--- config.mk ---
export PLATFORM = sky130hd
export DESIGN_NAME = program_stream_system_header_sync
export DESIGN_NICKNAME = d
export VERILOG_FILES = /design/src/hdl/pssh_pkg.sv /design/src/hdl/pssh_in_stage.sv /design/src/hdl/pssh_core.sv /design/src/hdl/pssh_out_stage.sv /design/src/hdl/program_stream_system_header_sync.sv
export SDC_FILE = /design/constraint.sdc
export NUM_CORES = 1
export LEC_CHECK = 0
export BUFFER_PORTS_ARGS = -buffer_cell sky130_fd_sc_hd__buf_2
export CORE_MARGIN = 2
export CORE_UTILIZATION = 60
export CTS_BUF_LIST = sky130_fd_sc_hd__clkbuf_4 sky130_fd_sc_hd__clkbuf_8
export DETAILED_ROUTE_END_ITERATION = 10
export HOLD_SLACK_MARGIN = 0.12
export PLACE_DENSITY_LB_ADDON = 0.2
export SLEW_MARGIN = 20
export SYNTH_ARGS = -nofsm -noshare
export SYNTH_HDL_FRONTEND = slang
export SYNTH_SLANG_ARGS = --single-unit
--- constraint.sdc ---
create_clock -name clk -period 2.98 [get_ports clk]
set_input_delay 0.745 -clock clk [delete_from_list [all_inputs] [get_ports clk]]
set_output_delay 0.745 -clock clk [all_outputs]
set_load 0.05 [all_outputs]
--- src/hdl/pssh_pkg.sv ---
// Types and constants for the program stream system header sync block.
// Depends on nothing; used by every design module of the block and by the testbench.
package pssh_pkg;

	localparam logic [1:0] PH_SEARCH = 2'd0;
	localparam logic [1:0] PH_HEADER = 2'd1;
	localparam logic [1:0] PH_STUFF  = 2'd2;
	localparam logic [1:0] PH_DONE   = 2'd3;

	localparam logic [31:0] PACK_CODE   = 32'h0000_01BA;
	localparam logic [31:0] SYSTEM_CODE = 32'h0000_01BB;
	localparam logic [7:0]  STUFF_MASK  = 8'h07;
	localparam logic [3:0]  HEADER_SKIP = 4'd9;
	localparam logic [2:0]  WINDOW_FULL = 3'd4;

	typedef struct packed {
		logic [7:0] data_byte;
		logic       stream_start;
	} item_t;

	typedef struct packed {
		logic pack_seen;
		logic found;
		logic done_res;
	} res_t;

endpackage

--- src/hdl/pssh_in_stage.sv ---
// Input register of the system header sync block.
// Depends on pssh_pkg.
module pssh_in_stage (
	input  logic          clk,
	input  logic          arst_n,
	input  logic          data_valid,
	output logic          data_stall,
	input  logic [7:0]    data_byte,
	input  logic          stream_start,
	input  logic          next_ready,
	output logic          valid_s1,
	output pssh_pkg::item_t item_s1
);

	logic take;

	assign data_stall = valid_s1 && !next_ready;
	assign take       = data_valid && !data_stall;

	always_ff @(posedge clk or negedge arst_n) begin
		if (!arst_n) begin
			valid_s1 <= 1'b0;
		end else if (!data_stall) begin
			valid_s1 <= data_valid;
		end
	end

	always_ff @(posedge clk) begin
		if (take) begin
			item_s1.data_byte    <= data_byte;
			item_s1.stream_start <= stream_start;
		end
	end

endmodule

--- src/hdl/pssh_core.sv ---
// Per-byte search state and next-state logic of the system header sync block.
// Depends on pssh_pkg.
module pssh_core (
	input  logic            clk,
	input  logic            arst_n,
	input  logic            advance,
	input  pssh_pkg::item_t item_s1,
	output pssh_pkg::res_t  res
);

	logic [1:0]  phase_q,  phase_d,  phase_c;
	logic [31:0] window_q, window_d, window_c;
	logic [2:0]  fill_q,   fill_d,   fill_c;
	logic        expect_q, expect_d, expect_c;
	logic [3:0]  skip_q,   skip_d,   skip_c;
	logic [2:0]  stuff_len;
	logic        pack, hit;

	assign stuff_len = 3'(item_s1.data_byte & pssh_pkg::STUFF_MASK);

	always_comb begin
		phase_c  = item_s1.stream_start ? pssh_pkg::PH_SEARCH : phase_q;
		window_c = item_s1.stream_start ? 32'd0 : window_q;
		fill_c   = item_s1.stream_start ? 3'd0  : fill_q;
		expect_c = item_s1.stream_start ? 1'b0  : expect_q;
		skip_c   = item_s1.stream_start ? 4'd0  : skip_q;

		phase_d  = phase_c;
		window_d = window_c;
		fill_d   = fill_c;
		expect_d = expect_c;
		skip_d   = skip_c;
		pack     = 1'b0;
		hit      = 1'b0;

		unique case (phase_c)
			pssh_pkg::PH_SEARCH: begin
				window_d = {window_c[23:0], item_s1.data_byte};
				if (fill_c < pssh_pkg::WINDOW_FULL)
					fill_d = fill_c + 3'd1;
				if (fill_d >= pssh_pkg::WINDOW_FULL) begin
					expect_d = 1'b0;
					if (expect_c && window_d == pssh_pkg::SYSTEM_CODE) begin
						hit     = 1'b1;
						phase_d = pssh_pkg::PH_DONE;
					end else if (window_d == pssh_pkg::PACK_CODE) begin
						pack    = 1'b1;
						phase_d = pssh_pkg::PH_HEADER;
						skip_d  = 4'd0;
						fill_d  = 3'd0;
					end
				end
			end
			pssh_pkg::PH_HEADER: begin
				if (skip_c < pssh_pkg::HEADER_SKIP) begin
					skip_d = skip_c + 4'd1;
				end else if (stuff_len == 3'd0) begin
					skip_d   = 4'd0;
					phase_d  = pssh_pkg::PH_SEARCH;
					expect_d = 1'b1;
					fill_d   = 3'd0;
				end else begin
					skip_d  = {1'b0, stuff_len};
					phase_d = pssh_pkg::PH_STUFF;
				end
			end
			pssh_pkg::PH_STUFF: begin
				if (skip_c > 4'd1) begin
					skip_d = skip_c - 4'd1;
				end else begin
					skip_d   = 4'd0;
					phase_d  = pssh_pkg::PH_SEARCH;
					expect_d = 1'b1;
					fill_d   = 3'd0;
				end
			end
			default: begin
				phase_d = pssh_pkg::PH_DONE;
			end
		endcase

		res.pack_seen = pack;
		res.found     = hit;
		res.done_res  = (phase_d == pssh_pkg::PH_DONE);
	end

	always_ff @(posedge clk or negedge arst_n) begin
		if (!arst_n) begin
			phase_q  <= pssh_pkg::PH_SEARCH;
			window_q <= 32'd0;
			fill_q   <= 3'd0;
			expect_q <= 1'b0;
			skip_q   <= 4'd0;
		end else if (advance) begin
			phase_q  <= phase_d;
			window_q <= window_d;
			fill_q   <= fill_d;
			expect_q <= expect_d;
			skip_q   <= skip_d;
		end
	end

endmodule

--- src/hdl/pssh_out_stage.sv ---
// Result register of the system header sync block.
// Depends on pssh_pkg.
module pssh_out_stage (
	input  logic           clk,
	input  logic           arst_n,
	input  logic           valid_s1,
	input  pssh_pkg::res_t res,
	output logic           ready,
	output logic           result_valid,
	input  logic           result_stall,
	output logic           pack_seen,
	output logic           found,
	output logic           done_res
);

	logic           valid_s2;
	pssh_pkg::res_t res_s2;

	assign ready = !valid_s2 || !result_stall;

	always_ff @(posedge clk or negedge arst_n) begin
		if (!arst_n) begin
			valid_s2 <= 1'b0;
		end else if (ready) begin
			valid_s2 <= valid_s1;
		end
	end

	always_ff @(posedge clk) begin
		if (ready && valid_s1) begin
			res_s2 <= res;
		end
	end

	assign result_valid = valid_s2;
	assign pack_seen    = res_s2.pack_seen;
	assign found        = res_s2.found;
	assign done_res     = res_s2.done_res;

endmodule

--- src/hdl/program_stream_system_header_sync.sv ---
// Program stream system header sync: finds 000001BB right after a pack header.
// Path: the accepted byte is held in the input register and its flags are then
// registered in the result register, from which the result leaves.
// Throughput: one item per cycle while result_stall is low; the per-byte compare and count sits between
// the input register and the result register, with the search state updated in place.
// Reset: arst_n clears the search state and both stage valids at once.
module program_stream_system_header_sync (
	input  logic       clk,
	input  logic       arst_n,
	input  logic       data_valid,
	output logic       data_stall,
	input  logic [7:0] data_byte,
	input  logic       stream_start,
	output logic       result_valid,
	input  logic       result_stall,
	output logic       pack_seen,
	output logic       found,
	output logic       done_res
);

	logic            valid_s1;
	logic            next_ready;
	pssh_pkg::item_t item_s1;
	pssh_pkg::res_t  res;

	pssh_in_stage u_in (
		.clk          (clk),
		.arst_n       (arst_n),
		.data_valid   (data_valid),
		.data_stall   (data_stall),
		.data_byte    (data_byte),
		.stream_start (stream_start),
		.next_ready   (next_ready),
		.valid_s1     (valid_s1),
		.item_s1      (item_s1)
	);

	pssh_core u_core (
		.clk     (clk),
		.arst_n  (arst_n),
		.advance (valid_s1 && next_ready),
		.item_s1 (item_s1),
		.res     (res)
	);

	pssh_out_stage u_out (
		.clk          (clk),
		.arst_n       (arst_n),
		.valid_s1     (valid_s1),
		.res          (res),
		.ready        (next_ready),
		.result_valid (result_valid),
		.result_stall (result_stall),
		.pack_seen    (pack_seen),
		.found        (found),
		.done_res     (done_res)
	);

endmodule

* Word-level counts from Yosys, hierarchy flattened
Index checks and enable logic that the tools add are counted.
** Cells by class
- Add/subtract/negate cells :: 3
- Magnitude comparators :: 4
- Equal/unequal tests :: 5
- Muxes and demuxes :: 36
- Bitwise operators :: 2
- Reduce and logical (&&, ||, !) cells :: 13
** Operator list (count)
- equality test 32 x 9 -> 1 bit (second input constant) :: 2
- 2-to-1 mux 24 bit :: 2
- 2-to-1 mux 3 bit :: 10
- 2-to-1 mux 4 bit :: 6
- 2-to-1 mux 2 bit :: 7
- case mux 4 bit (3 select lines) :: 1
- case mux 3 bit (3 select lines) :: 1
- 2-to-1 mux 1 bit :: 7
- case mux 2 bit (3 select lines) :: 1
- adder 4 x 1 -> 4 bit (second input constant) :: 1
- equality test 2 bit (second input constant) :: 2
- > comparator 4 x 1 -> 1 bit (second input constant) :: 1
- logical AND 1 bit :: 4
- logical NOT 1 bit :: 4
- < comparator 4 bit (second input constant) :: 1
- subtractor 4 x 1 -> 4 bit (second input constant) :: 1
- adder 3 x 1 -> 3 bit (second input constant) :: 1
- greater-or-equal comparator 3 bit (second input constant) :: 1
- logical NOT 3 bit :: 1
- < comparator 3 bit (second input constant) :: 1
- case mux 1 bit (3 select lines) :: 1
- OR reduction 3 bit :: 1
- equality test 2 x 1 -> 1 bit (second input constant) :: 1
- logical NOT 2 bit :: 1
- other kinds (3) :: 4
** Storage, ports and cells
- Bits in registers :: 48
- Bits of input ports :: 13
- Output and inout bits :: 5
- Word-level logic and storage cells :: 75

* Longest topological paths before layout
- Word-level depth :: 8
- Gate-level depth with buffers :: 10

* Cells and area by module
A second synthesis with hierarchy kept.
** Unflattened totals
- Cell total of the unflattened synthesis :: 220
- Area total of the unflattened synthesis :: 2454.9 um^2
** Modules (own cells, without submodules)
- pssh_core :: instances 1, cells each 198, area an instance 1983.2 um^2
- pssh_in_stage :: instances 1, cells each 14, area an instance 327.8 um^2
- pssh_out_stage :: instances 1, cells each 7, area an instance 137.6 um^2
- program_stream_system_header_sync :: instances 1, cells each 1, area an instance 6.3 um^2

* Worst setup path before layout
OpenSTA, ideal clock, no wires.
- Path kind :: register to register
- Start point :: register u_in.item_s1[3] (netlist name)
- End point :: register u_core.fill_q[1]
- Setup time :: 124 ps
- Data arrival time :: 2341 ps
- Data required time :: 2856 ps
- Setup slack :: 515 ps
- Stages on the path, launching flop included :: 6
- Clock period less this slack :: 2465 ps
- Path through :: edfxtp_1 > or4b_1 > or4_4 > or3b_4 > and4_4 > a211o_1
** On the way
- Cells in the longest elaborated chain, start to end :: 5
- Elaborated cells on any way between the ends :: 10
- Classes of those cells :: 2 x eq/ne; 6 x mux; 2 x reduce/logical
** Ends and longest elaborated chain
- equality test 32 x 9 -> 1 bit, on equally long branches :: line pssh_core.sv:46, pssh_core.sv:43
- 2-to-1 mux 3 bit or logical AND 1 bit (tied branches) :: line pssh_core.sv:46, pssh_core.sv:43
- 2-to-1 mux 3 bit :: line pssh_core.sv:43 : if (expect_c && window_d == pssh_pkg::SYSTEM_CODE) begin
- 2-to-1 mux 3 bit :: line pssh_core.sv:41 : if (fill_d >= pssh_pkg::WINDOW_FULL) begin
- case mux 3 bit (3 select lines) (*) :: line pssh_core.sv:36 : unique case (phase_c)
- to (signal assigned) :: line pssh_core.sv:97 : fill_q <= fill_d;
- to (decl) :: line pssh_core.sv:13 : logic [2:0] fill_q, fill_d, fill_c;
Mark *: on every way between the ends. The rest lies on a longest branch, timed or not.
A chain may end at the register's enable or synchronous reset.

* Worst setup path in the final report
- Start point :: register u_in.item_s1[3] (netlist name)
- End point :: register u_core.fill_q[1]
** On the way
- Cells in the longest elaborated chain, start to end :: 5
- Elaborated cells on any way between the ends :: 10
- Classes of those cells :: 2 x eq/ne; 6 x mux; 2 x reduce/logical
** Ends and longest elaborated chain (line)
- equality test 32 x 9 -> 1 bit, on equally long branches :: pssh_core.sv:46, pssh_core.sv:43
- 2-to-1 mux 3 bit or logical AND 1 bit (tied branches) :: pssh_core.sv:46, pssh_core.sv:43
- 2-to-1 mux 3 bit :: pssh_core.sv:43
- 2-to-1 mux 3 bit :: pssh_core.sv:41
- case mux 3 bit (3 select lines) (*) :: pssh_core.sv:36
Marked as above.

==> metrics.log <==
[metrics] area taken by flip-flops and latches: between 1000 and 1500 um^2
[metrics] global router's overall resource usage: 0.223
[metrics] Inserted Clock Buffers: 5
[metrics] clock tree from TritonCTS: done
[metrics] insertion delay of the later-clocked pin in the worst-skew pair: 300 ps
[metrics] Unique masters post-synth: 47
[metrics] worst hold slack after final layout: 486 ps
[metrics] synthesized area: 2400 um^2
[metrics] worst path cell trace: or4b_1 > or4_4 > or3b_4 > and4_4 > a211o_1
[metrics] Initial Utilization: 0.614
[metrics] Flop pwr share: 0.556
[metrics] Placed Cells incl. Taps: 294
[metrics] clock-pin slew on the worst setup and hold paths: approximately 90 ps
[metrics] element type at the critical path end: flop
[metrics] worst-margin pin slew: 791 ps
[metrics] clock tree root driver cell: clkbuf_8
[metrics] x dimension of the die: 67.3 um
[metrics] Die Span Y: 67.3 um
[metrics] class of the worst hold path: reg -> reg
[metrics] number of synthesized flops with an enable pin: 12
[metrics] switch share: 0.313
[metrics] area of the placeable core: 3910 um^2
[metrics] Antenna Nets Post-Route: 0
[metrics] Setup Viol. Count Final: 0
[metrics] non-filler cells in the finished layout: 302
[metrics] final RePlAce weighted congestion: 0.878
[metrics] global-route wire length before repair: ~7.4 mm
[metrics] top_reg_cell synth: dfrtp_1
[metrics] start-to-end type of the worst setup path: reg -> reg
[metrics] htree depth: 2
[metrics] post-layout instance area: 2610 um^2
[metrics] pin count of the biggest net entering global routing: 41
[metrics] commonest non-fill, non-tap cell in the layout: dfrtp_1
[metrics] per-cell via count in the routed design: 5.85
[metrics] pwr dens: 619 nW/um^2
[metrics] CP max stage delay: between 500 and 600 ps
[metrics] instance area at placement: 2530 um^2
[metrics] DR pass1 iterations: 4
[metrics] Psw: 507 uW
[metrics] portion of total power attributed to combinational logic: 0.210
[metrics] final hold violation count: 0
[metrics] area taken by multi-input logic gates: 1060 um^2
[metrics] run status: finished clean
[metrics] RSZ-0062 raised after global routing: false
[metrics] Total Die Area: 4530 um^2
[metrics] Post-layout nets: approximately 270
[metrics] reported leakage power: 1.10 nW
[metrics] setup TNS after final layout: 0 ps
[metrics] top cell type's share of synthesized area: 0.375
[metrics] Avg Inst Size Synth: 10.1 um^2
[metrics] synthesized net count: 254
[metrics] final-report max-slew violation count: 0
[metrics] maximum clock skew at final layout: 3.97 ps
[metrics] number of filler cells placed in the layout: 322
[metrics] min setup slack post-route: 410 ps
[metrics] proportion of synthesized flip-flops having asynchronous set or reset: 0.750
[metrics] time the final worst path needs with I/O delays and setup: around 2600 ps
[metrics] number of input and output port buffers inserted: 17
[metrics] CP required: 3170 ps
[metrics] number of flip-flops and latches in the synthesized netlist: 48
[metrics] leading cell types in the layout, fill and taps excluded: dfrtp_1, o21ai_0, nand2_1, nand2b_1, buf_2
[metrics] Crit path arrival time: 2760 ps
[metrics] sequential area share after synthesis: 0.524
[metrics] cell type with the highest aggregate area in the netlist: dfrtp_1
[metrics] # hold bufs at CTS: 0
[metrics] wire length per cell after detailed routing: 14.9 um
[metrics] total via count after detailed routing: 1766
[metrics] fraction of final layout cells sized beyond drive strength 1: 0.155
[metrics] post-CTS setup buffers: 0
[metrics] cell types occupying the most area after synthesis: dfrtp_1, edfxtp_1, o21ai_0
[metrics] Setup crit start kind: flop
[metrics] part of the total power dissipated in the clock network: 0.234
[metrics] Max Cap Violations: 0
[metrics] DRC violations left: 0
[metrics] worst slack, placed: 422 ps
[metrics] Area growth syn-to-layout: 8.69%
[metrics] floorplan row count: 23
[metrics] detailed-placement wirelength estimate: between 3 and 4 mm
[metrics] Detailed Route Iter0 Violations: 126
[metrics] number of instances in the synthesized netlist: 237
[metrics] largest voltage drop on the vdd net: 470 uV
[metrics] maximum fanout along the worst path: 5
[metrics] number of global-route vias before repair: 1539
[metrics] total global routing overflow: 0
[metrics] detailed-route wire length: 4.49 mm
[metrics] number of buffers between clock root and the deepest sink: 2
[metrics] number of I/O pins: 18
[metrics] period utilisation layout: 0.862
[metrics] post-cts sizing count: 0
[metrics] crit path max-delay cell type: or4_4
[metrics] worst rel slew slack: 0.473
[metrics] clock tree sinks: 48
[metrics] Internal Pwr Total: around 1.1 mW
[metrics] total number of yosys warnings: 0
[metrics] antenna fix cells: 0
[metrics] initial antenna violation count: 0
[metrics] achievable clock frequency: 389 MHz
[worst paths after layout]
| path | startpoint | end | slack [ps] | cells past startpoint |
|---|---|---|---|---|
| setup / recovery | u_in.item_s1[3] | u_core.fill_q[1] | 410 | 5 |
| max in group asynchronous | arst_n | u_core.fill_q[0] | 1960 | 1 |
| setup reg to reg | u_in.item_s1[3] | u_core.fill_q[1] | 410 | 5 |
| hold / removal | u_core.window_q[20] | u_core.window_q[20] | 490 | 2 |
| min in group asynchronous | arst_n | u_core.window_q[19] | 520 | 1 |
| hold reg to reg | u_core.window_q[20] | u_core.window_q[20] | 490 | 2 |
[registers in the layout, summed over array words and instances, names as in the netlist]
name and count:
u_core.expect_q 1, u_core.fill_q 3, u_core.phase_q 2, u_core.skip_q 4, u_core.window_q 24, u_in.item_s1 9
u_in.valid_s1 1, u_out.done_res 1, u_out.found 1, u_out.pack_seen 1, u_out.result_valid 1
[power by group through the flow]
stage | Combinational (mW) | Sequential (mW) | Clock (mW)
after floorplan | 0.267 | 0.884 | 0
after global placement | 0.333 | 0.908 | 0
after detailed placement | 0.342 | 0.913 | 0
after CTS | 0.344 | 0.899 | 0.388
after global routing | 0.385 | 0.918 | 0.414
final | 0.340 | 0.899 | 0.379
[layout make-up]
type                       instances  share of cell area
sequential                        48               0.483
multi-input combinational        168               0.407
timing repair buffer              20              0.0412
clock buffer                       5              0.0263
tap                               50              0.0239
inverter                           8              0.0115
clock inverter                     3             0.00718
[per-layer routing]
metal / global-route usage / share of wire / vias to the layer above
met5: 0 / 0 / -
met4: 0.0714 / 0.012 / 0
met3: 0.0517 / 0.049 / 6
met2: 0.340 / 0.47 / 48
met1: 0.315 / 0.47 / 828
li1: - / - / 884
[stage by stage]
stage | utilization | power [mW]
after floorplan | - | 1.15
after global routing | 0.668 | 1.72
final | 0.668 | 1.62
after CTS | 0.668 | 1.63
after global placement | 0.645 | 1.24
after detailed placement | 0.645 | 1.25
[synthesized netlist by cell type, types with 2 or more instances]
library cell and number:
a21oi_1 4, a211o_1 3, and2_1 2, a31oi_1 2
nand3b_1 2, nor3_1 9, nand2_1 26, inv_1 8
xnor2_1 2, clkbuf_1 13, a22oi_1 2, a21o_1 2
nor2_1 10, o22ai_1 4, o31ai_1 2, nand4b_1 3
ha_1 4, nor4_1 6, edfxtp_1 12, dfrtp_1 36
mux2_2 8, nand2b_1 21, nor2b_1 4, o21ai_0 27
nand4_1 3
[cells by family (layout without fill, tap and decap cells)]
logic type	after synthesis	count (layout)	share of synthesized area
xor gates and xnor gates	3	3	0.0109
muxes	9	9	0.0416
and+or+nand+nor	96	96	0.224
DFF	48	48	0.524
adders and majority gates	4	4	0.0208
buffers and inverters	21	36	0.0328
AOI/OAI and AO/OA	56	56	0.145
[critical path, delay by kind of cell (launching register included)]
kind	cells	cell delay [ps]
AO/OA/AOI/OAI	1	260
AND/OR/NAND/NOR	4	1740
flip-flops	1	450
Power figures use the tool's default switching activity.
